[src/design/spq_pkg.sv]
`default_nettype none

package spq_pkg;

  localparam int unsigned SpqDepth = 8;
  localparam int unsigned ValueW   = 32;
  localparam int unsigned StatusW  = 2;
  localparam int unsigned HeldW    = 4;

  localparam logic ACT_INSERT = 1'b0;
  localparam logic ACT_REMOVE = 1'b1;

  localparam logic [StatusW-1:0] STATUS_DONE  = 2'd0;
  localparam logic [StatusW-1:0] STATUS_FULL  = 2'd1;
  localparam logic [StatusW-1:0] STATUS_EMPTY = 2'd2;

  typedef struct packed {
    logic                     ins;
    logic                     rem;
    logic signed [ValueW-1:0] key;
  } cmd_t;

endpackage

`default_nettype wire

[src/design/sorted_priority_queue.sv]
`default_nettype none

// Sorted minimum priority queue holding up to DEPTH signed values, smallest at
// the front; among equal values the newest is taken first. One transaction is
// taken every clock cycle (busy_o never rises): every cell compares against the
// new value and shifts in parallel, so all cells update on the same clock
// edge. Its result appears on the next cycle, with result_valid_o high for
// exactly that one cycle; the receiver cannot stall and must take it then.
// An insert into a full queue reports status full, a remove from an empty queue
// reports status empty; neither changes the contents. held_o is the count after
// the transaction, kept to four bits.

module sorted_priority_queue import spq_pkg::*; #(
  parameter int unsigned DEPTH = SpqDepth
) (
  input  wire logic                     clk_i,
  input  wire logic                     rst_ni,
  input  wire logic                     start_i,
  output logic                          busy_o,
  input  wire logic                     action_i,
  input  wire logic signed [ValueW-1:0] value_i,
  output logic                          result_valid_o,
  output logic [StatusW-1:0]            status_o,
  output logic signed [ValueW-1:0]      removed_value_o,
  output logic [HeldW-1:0]              held_o
);

  localparam int unsigned CntW = $clog2(DEPTH + 1);

  logic [CntW-1:0] count_q, count_d;
  logic            accept, full, empty;
  cmd_t            cmd;

  logic signed [ValueW-1:0] cell_value [DEPTH];
  logic [DEPTH-1:0]         cell_lt;

  logic                     result_valid_q;
  logic [StatusW-1:0]       status_q, status_d;
  logic signed [ValueW-1:0] removed_q, removed_d;
  logic [CntW+HeldW-1:0]    count_ext;

  assign busy_o = 1'b0;
  assign accept = start_i & ~busy_o;
  assign full   = (count_q == CntW'(DEPTH));
  assign empty  = (count_q == '0);

  assign cmd.ins = accept & (action_i == ACT_INSERT) & ~full;
  assign cmd.rem = accept & (action_i == ACT_REMOVE) & ~empty;
  assign cmd.key = value_i;

  for (genvar i = 0; i < DEPTH; i++) begin : g_cell
    logic                     left_lt;
    logic signed [ValueW-1:0] left_value, right_value;

    if (i == 0) begin : g_first
      assign left_lt    = 1'b1;
      assign left_value = value_i;
    end else begin : g_mid
      assign left_lt    = cell_lt[i-1];
      assign left_value = cell_value[i-1];
    end

    if (i == DEPTH - 1) begin : g_last
      assign right_value = cell_value[i];
    end else begin : g_inner
      assign right_value = cell_value[i+1];
    end

    spq_cell u_cell (
      .clk_i         (clk_i),
      .cmd_i         (cmd),
      .occ_i         (CntW'(i) < count_q),
      .left_lt_i     (left_lt),
      .left_value_i  (left_value),
      .right_value_i (right_value),
      .value_o       (cell_value[i]),
      .lt_o          (cell_lt[i])
    );
  end

  always_comb begin
    count_d   = count_q;
    status_d  = STATUS_DONE;
    removed_d = '0;
    if (accept) begin
      if (action_i == ACT_INSERT) begin
        if (full) begin
          status_d = STATUS_FULL;
        end else begin
          count_d = count_q + CntW'(1);
        end
      end else begin
        if (empty) begin
          status_d = STATUS_EMPTY;
        end else begin
          count_d   = count_q - CntW'(1);
          removed_d = cell_value[0];
        end
      end
    end
  end

  always_ff @(posedge clk_i or negedge rst_ni) begin
    if (!rst_ni) begin
      count_q        <= '0;
      result_valid_q <= 1'b0;
    end else begin
      count_q        <= count_d;
      result_valid_q <= accept;
    end
  end

  always_ff @(posedge clk_i) begin
    if (accept) begin
      status_q  <= status_d;
      removed_q <= removed_d;
    end
  end

  assign count_ext       = {{HeldW{1'b0}}, count_q};
  assign result_valid_o  = result_valid_q;
  assign status_o        = status_q;
  assign removed_value_o = removed_q;
  assign held_o          = count_ext[HeldW-1:0];

  a_count_bound: assert property (@(posedge clk_i) disable iff (!rst_ni)
    count_q <= CntW'(DEPTH))
    else $error("occupancy above DEPTH");

  a_result_strobe: assert property (@(posedge clk_i) disable iff (!rst_ni)
    accept |=> result_valid_o)
    else $error("accepted transaction gave no result");

  a_full_reject: assert property (@(posedge clk_i) disable iff (!rst_ni)
    (accept && action_i == ACT_INSERT && full) |=>
      (status_o == STATUS_FULL && $stable(count_q)))
    else $error("insert into full queue not rejected");

  a_empty_reject: assert property (@(posedge clk_i) disable iff (!rst_ni)
    (accept && action_i == ACT_REMOVE && empty) |=>
      (status_o == STATUS_EMPTY && removed_value_o == '0 && count_q == '0))
    else $error("remove from empty queue not reported");

endmodule

`default_nettype wire

[src/design/spq_cell.sv]
`default_nettype none

module spq_cell import spq_pkg::*; (
  input  wire logic                     clk_i,
  input  wire cmd_t                     cmd_i,
  input  wire logic                     occ_i,
  input  wire logic                     left_lt_i,
  input  wire logic signed [ValueW-1:0] left_value_i,
  input  wire logic signed [ValueW-1:0] right_value_i,
  output logic signed [ValueW-1:0]      value_o,
  output logic                          lt_o
);

  logic signed [ValueW-1:0] value_q, value_d;

  // held value is strictly below the key: the new one goes further right
  assign lt_o    = occ_i & (value_q < cmd_i.key);
  assign value_o = value_q;

  always_comb begin
    value_d = value_q;
    if (cmd_i.ins && !lt_o) begin
      value_d = left_lt_i ? cmd_i.key : left_value_i;
    end else if (cmd_i.rem) begin
      value_d = right_value_i;
    end
  end

  always_ff @(posedge clk_i) begin
    value_q <= value_d;
  end

endmodule

`default_nettype wire
[config.mk]
export PLATFORM = sky130hd
export DESIGN_NAME = sorted_priority_queue
export DESIGN_NICKNAME = d
export VERILOG_FILES = /design/src/design/spq_pkg.sv /design/src/design/sorted_priority_queue.sv /design/src/design/spq_cell.sv
export SDC_FILE = /design/constraint.sdc
export NUM_CORES = 1
export LEC_CHECK = 0
export BUFFER_PORTS_ARGS = -buffer_cell sky130_fd_sc_hd__clkbuf_2
export CAP_MARGIN = 20
export CELL_PAD_IN_SITES_DETAIL_PLACEMENT = 1
export CELL_PAD_IN_SITES_GLOBAL_PLACEMENT = 1
export CORE_ASPECT_RATIO = 1.75
export CORE_MARGIN = 2
export CORE_UTILIZATION = 45
export DETAILED_ROUTE_END_ITERATION = 8
export PLACE_DENSITY_LB_ADDON = 0.2
export SLEW_MARGIN = 25
export SYNTH_ARGS = -nofsm -noshare
export SYNTH_HDL_FRONTEND = slang
export SYNTH_HIERARCHICAL = 1
export SYNTH_SLANG_ARGS = --single-unit
[constraint.sdc]
create_clock -name clk_i -period 9.1 [get_ports clk_i]
set_clock_uncertainty 0.15 [all_clocks]
set_input_delay 0.91 -clock clk_i [delete_from_list [all_inputs] [get_ports clk_i]]
set_output_delay 0.91 -clock clk_i [all_outputs]
set_load 0.05 [all_outputs]
After elaboration in Yosys (flattened, before gate mapping)
Index checks and enable logic that the tools add are counted.
{"block": "word_totals", "register_bits": 295, "input_bits": 36}
{"block": "classes", "n_addsub": 2, "magnitude_cmp": 16, "n_eq_ne": 3, "muxes": 27, "bitwise_logic": 15, "n_reduce_logical": 26}
{"cell": "$mux 32", "count": 21}
{"cell": "$lt 32x32->1", "count": 8}
{"cell": "$lt 3x4->1 const A", "count": 4}
{"cell": "$reduce_bool 2->1", "count": 7}
{"cell": "$and 1x1->1", "count": 12}
{"cell": "$mux 4", "count": 3}
{"cell": "$logic_and 1x1->1", "count": 8}
{"cell": "$logic_not 1->1", "count": 8}
{"cell": "$lt 1x4->1 const A", "count": 2}
{"cell": "$lt 2x4->1 const A", "count": 2}
{"cell": "$add 4x1->4 const B", "count": 1}
{"cell": "$eq 4x4->1 const B", "count": 1}
{"cell": "$logic_not 4->1", "count": 1}
{"cell": "$mux 2", "count": 2}
{"cell": "$ne 2x2->1 const B", "count": 2}
{"cell": "$sub 4x1->4 const B", "count": 1}
{"cell": "$not 1->1", "count": 3}
{"cell": "$reduce_and 3->1", "count": 1}
{"cell": "$reduce_or 2->1", "count": 1}
{"cell": "$mux 1", "count": 1}

Depth between registers and ports, before layout
Gate-level depths: netlist of the first run.
{"block": "depth", "word_depth": 5, "depth_mapped": 14, "depth_no_buf": 10}

By module
Netlist of the first run, hierarchy kept.
{"mod": "spq_cell", "n_inst": 8, "cells_each": 260, "area_each_um2": 2529.9}
{"mod": "sorted_priority_queue", "n_inst": 1, "cells_each": 118, "area_each_um2": 1671.6}

Least setup slack after synthesis of the first run
No wires, ideal clock.
{"block": "synth_path", "kind": "flip-flop to flip-flop", "startpoint": "register count_q[1], in the netlist held_o[1]", "endpoint": "register g_cell[0].u_cell.value_q[0] (enable)", "setup_time_ns": 0.388, "arrival_ns": 3.542, "required_ns": 8.562, "path_slack_ns": 5.020, "stages_incl_launch_ff": 8, "synth_period_minus_slack_ns": 4.080, "cell_sequence": "dfrtp_1 -> inv_1 -> ha_1 -> nor2b_1 -> a211oi_1 -> clkbuf_1 -> clkbuf_1 -> a21o_1"}
{"element": "start, declared", "line_no": "sorted_priority_queue.sv:30", "rtl": "logic [CntW-1:0] count_q, count_d;"}
{"element": "start signal, assigned", "line_no": "sorted_priority_queue.sv:108", "rtl": "count_q <= count_d;"}
{"element": "end signal, assigned", "line_no": "spq_cell.sv:30", "rtl": "value_q <= value_d;"}
{"element": "end, declared", "line_no": "spq_cell.sv:14", "rtl": "logic signed [ValueW-1:0] value_q, value_d;"}

Worst setup path after layout of the first run
{"block": "layout_path", "startpoint": "input value_i[25]", "endpoint": "register g_cell[1].u_cell.value_q[25] (data pin)"}
{"block": "layout_via", "word_cells_on_any_way": 8}
{"element": "start, declared", "line_no": "sorted_priority_queue.sv:21", "rtl": "input wire logic signed [ValueW-1:0] value_i,"}
{"element": "$lt 32x32->1", "line_no": "spq_cell.sv:17", "rtl": "assign lt_o = occ_i & (value_q < cmd_i.key);"}
{"element": "$and 1x1->1", "line_no": "spq_cell.sv:17"}
{"element": "via cell_lt[0]", "line_no": "sorted_priority_queue.sv:35", "rtl": "logic [DEPTH-1:0] cell_lt;"}
{"element": "$mux 32", "line_no": "spq_cell.sv:23", "rtl": "value_d = left_lt_i ? cmd_i.key : left_value_i;"}
{"element": "$mux 32", "line_no": "spq_cell.sv:22", "rtl": "if (cmd_i.ins && !lt_o) begin"}
{"element": "via g_cell[1].u_cell.value_d[25]", "line_no": "spq_cell.sv:14"}
{"element": "end signal, assigned", "line_no": "spq_cell.sv:30"}
{"element": "end, declared", "line_no": "spq_cell.sv:14"}
The timed path passes the listed nets, and every way through them passes these cells.
A chain may end at the register's enable or synchronous reset.

==> qor.yml, run 1 <==
outcome:
  status: "finished clean"
pwr:
  total_power_uw: 6950
  peakVddDrop_mv: 0.180
  power_density_nw_per_um2: 292
  comb_power_share_pct: 45.2
  power_switching_uw: 2930
  seq_power_share_pct: 35.3
  power_leakage_uw: 0.0100
  intPower_uw: 4030
  pwr-share-clk_pct: 19.4
  p_sw_share_pct: 42.1
placed_design:
  dp_hpwl_microns: 46800
  port_buffers: 74
  dp_slack_ns: 3.74
  dp_cells: 2802
  placed_cell_area_sq_um: 22700
  gp_congestion: 0.869
sta:
  fmaxAchievable_mhz: 210
  fin_crit_sh_pct: 52.4
  setup-tns-final_ns: 0
  rsz0062_at_grt: "no"
  drv_slew: 0
  finalSetupViolCount: 0
  hold_viol: 0
  relSlewSlack_pct: 24.1
  layout_setup_ws_ns: 4.33
  worst_pin_slew_ns: 1.13
  finalCriticalPeriod_ns: 4.77
layout:
  fin_area_sq_um: 23800
  finalNetCount: 2470
  fin_cells: 2861
  drive_gt1_share_pct: 7.53
  area_growth_pct: 8.70
  final_common_cell: "a21oi_1"
  final_cell_mix: "a21oi_1, edfxtp_1, inv_1, mux2i_1, a31oi_1"
global_routing:
  grt_start_max_net_pins: 244
  grt_pass1_vias: 18300
  gr-usage-all-layers_pct: 25.0
  grt_pass1_wl_microns: 99200
  grt_overflow: 0
  antenna_found_initial: 2
setup_path:
  critPathRequiredTime_ns: 9.23
  end_kind: "flop"
  startpoint_type: "primary input"
  cp_data_arrival_time_ns: 4.90
  path_max_fanout: 44
  crit_type: "primary input to flop"
cts:
  clock_path_buffers: 3
  holdBufCountCts: 1
  cts_resized: 0
  cts_buffers: 30
  clock_sinks: 295
  postCtsSetupBuffers: 0
  root_buffer: "clkbuf_16"
  cts.htree.levels: 1
  path_clk_slew_ns: 0.07
  insertion_delay_ns: 0.59
  cts_tree: "built"
route:
  ant_nets: 0
  first_iter_violations: 831
  drt_first_pass_iters: 4
  drc: 0
  wl_microns: 62600
  vias: 17100
  avgRoutedWirePerCell_microns: 21.9
  via_per_inst: 5.99
die:
  die_area_sq_um: 50500
  start_util_pct: 45.3
  num_io_pins: 76
  die_h_microns: 296
  die_x_microns: 171
  core-area_sq_um: 48300
  row_count: 107
logic_synthesis:
  synth_nets: 2486
  synthesis.instances: 2197
  yosys_warnings: 6
  syn_area_sq_um: 21900
  syn-mean-instance-area_sq_um: 9.97
hold_path:
  hp-class: "flop to flop"
run:
  cap_violations: 0
## worst max-delay path, stage by stage
cell and delay, ns:
clkbuf_2 0.36, inv_1 0.09, ha_1 0.32, nand4_1 0.23, nor4_1 0.53, and3_1 0.28, a2111o_1 0.21, mux2i_4 0.60
buf_4 0.50, clkinv_1 0.12, buf_4 0.32, mux2i_1 0.23, a31oi_1 0.12
## routing by layer
layer	GRT usage [%]	wire length [microns]	part of all wire, %	vias to the layer above
met5	0	0	0	-
met4	12.3	3210	5.1	0
met3	1.99	1630	2.6	104
met2	45.8	32600	52	296
met1	29.0	25200	40	8487
li1	-	-	-	8246
## stage by stage
step | utilization, % | hold slack [ns]
6_report | 49.3 | 0.462
5_1_grt | 49.3 | 0.504
4_1_cts | 49.3 | 0.472
3_5_place_dp | 47.0 | 0.436
3_3_place_gp | 47.0 | 0.452
2_1_floorplan | - | 0.389
## power by group through the flow
stage	registers, uW	clock network (uW)	logic, uW
floorplan	2430	0	2290
global placement	2450	0	2970
detailed placement	2480	0	3130
CTS	2460	1390	3160
global route	2510	1420	3470
finish	2460	1350	3140
## flip-flops by register name, indices dropped and copies added, names as in the netlist
signal,count
g_cell.u_cell/value_o,256
removed_value_o,32
held_o,4
status_o,2
result_valid_o,1
## path summary, 6_finish.rpt
path | start | endpoint | slack, ns | depth (start not counted)
worst max-delay path | value_i[25] | g_cell[1].u_cell/value_o[25] | 4.33 | 13
worst min-delay path | g_cell[0].u_cell/value_o[9] | removed_value_o[9] | 0.46 | 1
worst max register to register | g_cell[0].u_cell/value_o[31] | g_cell[1].u_cell/value_o[25] | 4.65 | 11
worst min register to register | g_cell[0].u_cell/value_o[9] | removed_value_o[9] | 0.46 | 1
max in group asynchronous | rst_ni | held_o[2] | 8.14 | 2
min in group asynchronous | rst_ni | result_valid_o | 0.53 | 2
## layout make-up
type	instances	area, sq um
clock buffer	38	852
timing repair buffer	103	616
multi-input combinational	1483	11500
fill	5391	24500
sequential	295	8830
antenna	2	5.00
tap	654	818
inverter	268	1010
clock inverter	18	219
Note: power is estimated with default switching activity, not from simulation.
==> run 2, diff against run 1 <==
--- a/config.mk
+++ b/config.mk
@@ -5,6 +5,7 @@
 export SDC_FILE = /design/constraint.sdc
 export NUM_CORES = 1
 export LEC_CHECK = 0
+export ABC_AREA = 1
 export BUFFER_PORTS_ARGS = -buffer_cell sky130_fd_sc_hd__clkbuf_2
 export CAP_MARGIN = 20
 export CELL_PAD_IN_SITES_DETAIL_PLACEMENT = 1
==> constraint.sdc (replaced) <==
create_clock -name clk_i -period 4.8 [get_ports clk_i]
set_clock_uncertainty 0.15 [all_clocks]
set_input_delay 0.48 -clock clk_i [delete_from_list [all_inputs] [get_ports clk_i]]
set_output_delay 0.48 -clock clk_i [all_outputs]
set_load 0.05 [all_outputs]
==> qor.yml, run 2 <==
pwr:
  power_leakage_uw: 0.0123  # was 0.0100 uW
  peakVddDrop_mv: 0.247  # was 0.180 mV
  power_density_nw_per_um2: 616  # was 292 nW/um^2
  total_power_uw: 15000  # was 6950 uW
setup_path:
  end_kind: "flop"  # unchanged
  startpoint_type: "flop"  # was primary input
  crit_type: "flop to flop"  # was primary input to flop
  slowest_stage: "inv_1"  # was mux2i_4
  cp_cell_sequence: "ha_1, a21oi_1, nor2_1, nor3_2, nand2_1, nand2_1, nand2_1, nand2_1, nand2_1, nand2_1, nand3_4, inv_1, buf_4, nor2_1, a21oi_1, nand3_1, nand2_1"  # was clkbuf_2, inv_1, ha_1, nand4_1, nor4_1, and3_1, a2111o_1, mux2i_4, buf_4, clkinv_1, buf_4, mux2i_1, a31oi_1
  cpPeakStageDelay_ns: 0.47  # was 0.60 ns
  cp_data_arrival_time_ns: 3.88  # was 4.90 ns
  path_max_fanout: 34  # was 44
  critPathRequiredTime_ns: 5.04  # was 9.23 ns
  crit_top_cell: "nand2_1"  # was buf_4
cts:
  cts_tree: "built"  # unchanged
  cts.htree.levels: 2  # was 1
  cts_buffers: 34  # was 30
  cts_resized: 0  # unchanged
  insertion_delay_ns: 0.53  # was 0.59 ns
  clock_sinks: 295  # unchanged
  clock_path_buffers: 3  # unchanged
  path_clk_slew_ns: 0.06  # was 0.07 ns
  root_buffer: "clkbuf_16"  # unchanged
outcome:
  status: "finished clean"  # unchanged
logic_synthesis:
  yosys_warnings: 6  # unchanged
  synth_nets: 3247  # was 2,486
  syn_area_sq_um: 22600  # was 21,900 sq um
  synthesis.instances: 2958  # was 2,197
  syn-mean-instance-area_sq_um: 7.64  # was 9.97 sq um
global_routing:
  grt_overflow: 0  # unchanged
  grt_pass1_wl_microns: 108000  # was 99,200 microns
  grt_start_max_net_pins: 87  # was 244
  grt_pass1_vias: 21700  # was 18,300
  antenna_found_initial: 3  # was 2
  gr-usage-all-layers_pct: 25.3  # was 25.0%
run:
  cap_violations: 0  # unchanged
route:
  ant_nets: 0  # unchanged
  avgRoutedWirePerCell_microns: 18.0  # was 21.9 microns
  via_per_inst: 5.39  # was 5.99
  drc: 0  # unchanged
  wl_microns: 65900  # was 62,600 microns
  drt_first_pass_iters: 5  # was 4
  first_iter_violations: 1034  # was 831
  vias: 19700  # was 17,100
sta:
  finalSetupViolCount: 0  # unchanged
  fmaxAchievable_mhz: 275
  setup-tns-final_ns: 0  # unchanged
  relSlewSlack_pct: 39.4  # was 24.1%
  finalCriticalPeriod_ns: 3.64
  fin_crit_sh_pct: 75.8
  drv_slew: 0  # unchanged
  worst_pin_slew_ns: 0.900  # was 1.13 ns
  hold_viol: 0  # unchanged
  rsz0062_at_grt: "no"  # unchanged
layout:
  multiInputGateArea_sq_um: 11600  # was 11,500 sq um
  finalNetCount: 3259  # was 2,470
  final_cell_mix: "nand2_1, inv_1, a21oi_1, nor2_1, edfxtp_1"  # was a21oi_1, edfxtp_1, inv_1, mux2i_1, a31oi_1
  area_growth_pct: 8.09  # was 8.70%
  largest_reg_flops: 256  # unchanged
  fillerInstances: 6226  # was 5,391
  post-route-util_pct: 49.2  # was 49.3%
  drive_gt1_share_pct: 6.99  # was 7.53%
  final_common_cell: "nand2_1"  # was a21oi_1
  regArea_sq_um: 8830  # unchanged
die:
  row_count: 108  # was 107
  die_h_microns: 300  # was 296 microns
  die_area_sq_um: 52100  # was 50,500 sq um
  core-area_sq_um: 49600  # was 48,300 sq um
  start_util_pct: 45.6  # was 45.3%
  num_io_pins: 76  # unchanged
  die_x_microns: 173  # was 171 microns
placed_design:
  gp_congestion: 0.853  # was 0.869
  port_buffers: 74  # unchanged
  dp_hpwl_microns: 51700  # was 46,800 microns
hold_path:
  hp-class: "primary input to asynchronous set/reset pin"  # was flop to flop
run 2: final timing paths:
kind / cells past startpoint / endpoint / startpoint / slack (ns)
setup / recovery: 17 / g_cell[7].u_cell/value_o[2] / g_cell[6].u_cell/value_o[5] / 1.16
hold / removal: 2 / held_o[3] / rst_ni / 0.17
setup reg to reg: 17 / g_cell[7].u_cell/value_o[2] / g_cell[6].u_cell/value_o[5] / 1.16
hold reg to reg: 2 / g_cell[2].u_cell/value_o[10] / g_cell[3].u_cell/value_o[10] / 0.43
max in group asynchronous: 2 / held_o[0] / rst_ni / 4.18
min in group clk_i: 2 / result_valid_o / start_i / 0.28
run 2: what timing repair did:
action / CTS / global route
hold endpoints to repair: 5 / 0
hold buffers: 1 / 0
buffers inserted: 0 / 0
run 2: report_power, final:
part | switching (uW) | leakage [uW] | total (uW) | internal, uW
Clock | 1070 | 0.000495 | 2500 | 1430
Sequential | 784 | 0.00287 | 5010 | 4220
Combinational | 5090 | 0.00896 | 7540 | 2450
Total | 6940 | 0.0123 | 15000 | 8100
run 2: critical path, delay by kind of cell (launching register included):
| family | cells | cell delay (ns) |
|---|---|---|
| flip-flops | 1 | 0.44 |
| AO/OA/AOI/OAI | 2 | 0.30 |
| adder cells (fa/ha/maj) | 1 | 0.32 |
| buffers and inverters | 2 | 0.76 |
| AND/OR/NAND/NOR | 12 | 1.54 |
run 2: final cells by class:
type	count	area share, %
inverter	376	5.78
antenna	3	0.0307
timing repair buffer	118	3.08
multi-input combinational	2145	47.4
clock inverter	13	0.451
clock buffer	42	3.69
tap	660	3.38
sequential	295	36.2
run 2: stage by stage:
stage | hold slack, ns | std cells | cell area (sq um) | setup slack, ns
after floorplan | 0.0344 | 2958 | 22600 | 1.39
after global placement | 0.152 | 3593 | 23400 | 1.04
after detailed placement | 0.164 | 3593 | 23400 | 0.834
after CTS | 0.151 | 3649 | 24400 | 1.20
after global routing | 0.171 | 3652 | 24400 | 0.963
final | 0.166 | 3652 | 24400 | 1.16
run 2: metal layers:
layer  part of all wire (%)  up-vias  track usage, %  wire, microns
met4                    3.1        0            8.80           2030
met2                     54      324            49.6          35500
met3                    2.9       95            2.53           1890
li1                       -     9730               -              -
met1                     40     9538            28.0          26500
met5                      0        -               0              0
==> run 3, diff against run 2 <==
==> constraint.sdc (replaced) <==
create_clock -name clk_i -period 3.45 [get_ports clk_i]
set_clock_uncertainty 0.15 [all_clocks]
set_input_delay 0.345 -clock clk_i [delete_from_list [all_inputs] [get_ports clk_i]]
set_output_delay 0.345 -clock clk_i [all_outputs]
set_load 0.05 [all_outputs]
==> qor.yml, run 3 (synthesis results as in run 2) <==
layout:
  fillerInstances: 6203  # was 6,226
  fin_cells: 3682  # was 3,652
  drive_gt1_share_pct: 7.81  # was 6.99%
  area_growth_pct: 9.97  # was 8.09%
  post-route-util_pct: 50.1  # was 49.2%
  finalNetCount: 3284  # was 3,259
  largest_reg_flops: 256  # unchanged
  final_common_cell: "nand2_1"  # unchanged
  multiInputGateArea_sq_um: 11600  # about the same
  regArea_sq_um: 8830  # unchanged
  final_cell_mix: "nand2_1, inv_1, a21oi_1, nor2_1, edfxtp_1"  # unchanged
  fin_area_sq_um: 24800  # was 24,400 sq um
route:
  wl_microns: 65700  # was 65,900 microns
  ant_nets: 0  # unchanged
  vias: 19700  # about the same
  via_per_inst: 5.35  # was 5.39
  drt_first_pass_iters: 4  # was 5
  avgRoutedWirePerCell_microns: 17.8  # was 18.0 microns
  drc: 0  # unchanged
  first_iter_violations: 983  # was 1,034
sta:
  finalSetupViolCount: 0  # unchanged
  rsz0062_at_grt: "no"  # unchanged
  fin_crit_sh_pct: 90.9  # was 75.8%
  hold_viol: 0  # unchanged
  drv_slew: 0  # unchanged
  fmaxAchievable_mhz: 319  # was 275 MHz
  hold-worst-slack_ns: 0.0158  # was 0.166 ns
  finalCriticalPeriod_ns: 3.14  # was 3.64 ns
  worst_pin_slew_ns: 0.627  # was 0.900 ns
  setup-tns-final_ns: 0  # unchanged
  relSlewSlack_pct: 58.2  # was 39.4%
outcome:
  status: "finished clean"  # unchanged
global_routing:
  grt_pass1_wl_microns: 108000  # about the same
  antenna_found_initial: 2  # was 3
  gr-usage-all-layers_pct: 25.2  # was 25.3%
  grt_start_max_net_pins: 109  # was 87
  grt_overflow: 0  # unchanged
  grt_pass1_vias: 21700  # about the same
placed_design:
  dp_hpwl_microns: 51600  # was 51,700 microns
  placed_cell_area_sq_um: 23800  # was 23,400 sq um
  port_buffers: 74  # unchanged
  dp_cells: 3618  # was 3,593
  gp_congestion: 0.855  # was 0.853
pwr:
  pwr-share-clk_pct: 16.7  # was 16.6%
  power_leakage_uw: 0.0125  # was 0.0123 uW
  peakVddDrop_mv: 0.433  # was 0.247 mV
  seq_power_share_pct: 32.7  # was 33.3%
  comb_power_share_pct: 50.6  # was 50.1%
  power_density_nw_per_um2: 859  # was 616 nW/um^2
  p_sw_share_pct: 45.3  # was 46.1%
  power_switching_uw: 9670  # was 6940 uW
  intPower_uw: 11700  # was 8100 uW
setup_path:
  cpPeakStageDelay_ns: 0.42  # was 0.47 ns
  ff2ff_path_depth: 17  # unchanged
  cp_cell_sequence: "ha_1, a21oi_1, nor2_1, nor3_2, nand2_1, nand2_1, nand2_1, nand2_1, nand2_1, nand2_1, nand3_4, inv_1, buf_4, nor2_1, a21oi_1, nand3_1, nand2_1"  # unchanged
  end_kind: "flop"  # unchanged
  startpoint_type: "flop"  # unchanged
  path_max_fanout: 14  # was 34
  cp_data_arrival_time_ns: 3.38  # was 3.88 ns
  crit_type: "flop to flop"  # unchanged
  crit_top_cell: "nand2_1"  # unchanged
  slowest_stage: "edfxtp_1"  # was inv_1
  critPathRequiredTime_ns: 3.69  # was 5.04 ns
die:
  start_util_pct: 45.6  # unchanged
  die_x_microns: 173  # unchanged
  die_area_sq_um: 52100  # unchanged
  row_count: 108  # unchanged
  die_h_microns: 300  # unchanged
  num_io_pins: 76  # unchanged
  core-area_sq_um: 49600  # unchanged
run:
  cap_violations: 0  # unchanged
cts:
  path_clk_slew_ns: 0.06  # about the same
  insertion_delay_ns: 0.54  # was 0.53 ns
  cts.htree.levels: 2  # unchanged
  cts_tree: "built"  # unchanged
  clock_sinks: 295  # unchanged
  cts_buffers: 34  # unchanged
  root_buffer: "clkbuf_16"  # unchanged
  clock_path_buffers: 3  # unchanged
  postCtsSetupBuffers: 0  # unchanged
hold_path:
  hp-class: "primary input to asynchronous set/reset pin"  # unchanged
run 3: repair_timing:
item | in CTS | in global routing
hold buffers | 1 | 0
endpoints found under the hold margin | 5 | 0
gates resized for setup | 0 | 0
endpoints found under the setup margin | 0 | 0
run 3: layout make-up:
| class | count | area share [%] |
|---|---|---|
| repair buffers | 143 | 4.54 |
| clock inverters | 12 | 0.327 |
| well taps | 660 | 3.32 |
| inverters | 376 | 5.68 |
| diodes | 2 | 0.0201 |
| flip-flops and latches | 295 | 35.6 |
| clock buffers | 49 | 3.95 |
| multi-input cells | 2145 | 46.6 |
run 3: final timing paths:
kind	startpoint	end	slack [ns]
max	g_cell[6].u_cell/value_o[5]	g_cell[7].u_cell/value_o[7]	0.31
min	rst_ni	result_valid_o	0.02
max reg2reg	g_cell[6].u_cell/value_o[5]	g_cell[7].u_cell/value_o[7]	0.31
min reg2reg	g_cell[4].u_cell/value_o[0]	g_cell[3].u_cell/value_o[0]	0.42
max in group asynchronous	rst_ni	held_o[3]	2.99
min in group clk_i	start_i	result_valid_o	0.14
run 3: layer usage:
metal	share of wire (%)	GRT usage, %	up-vias
li1	-	-	9795
met1	41	28.4	9538
met2	53	48.8	271
met3	2.5	2.27	105
met4	3.5	9.18	0
met5	0	0	-
run 3: stage by stage:
stage / worst slack, ns / power (uW)
3_5_place_dp: 0.0391 / 17800
5_1_grt: 0.159 / 23200
6_report: 0.314 / 21300
4_1_cts: 0.300 / 21500
2_1_floorplan: 0.0438 / 14400
3_3_place_gp: 0.152 / 17100
run 3: critical path: cells and delay by family (launching register included):
family                     cells  cell delay (ns)
buffers and inverters          2             0.58
adders and majority gates      1             0.31
and+or+nand+nor               12             1.22
AOI/OAI and AO/OA              2             0.31
DFF                            1             0.42
run 3: power by group through the flow:
stage | logic (uW) | registers (uW) | clock network (uW)
3_3_place_gp | 10100 | 6940 | 0
6_report | 10800 | 6980 | 3570
4_1_cts | 10900 | 6980 | 3660
2_1_floorplan | 7420 | 6950 | 0
3_5_place_dp | 10800 | 7040 | 0
5_1_grt | 12300 | 7140 | 3770
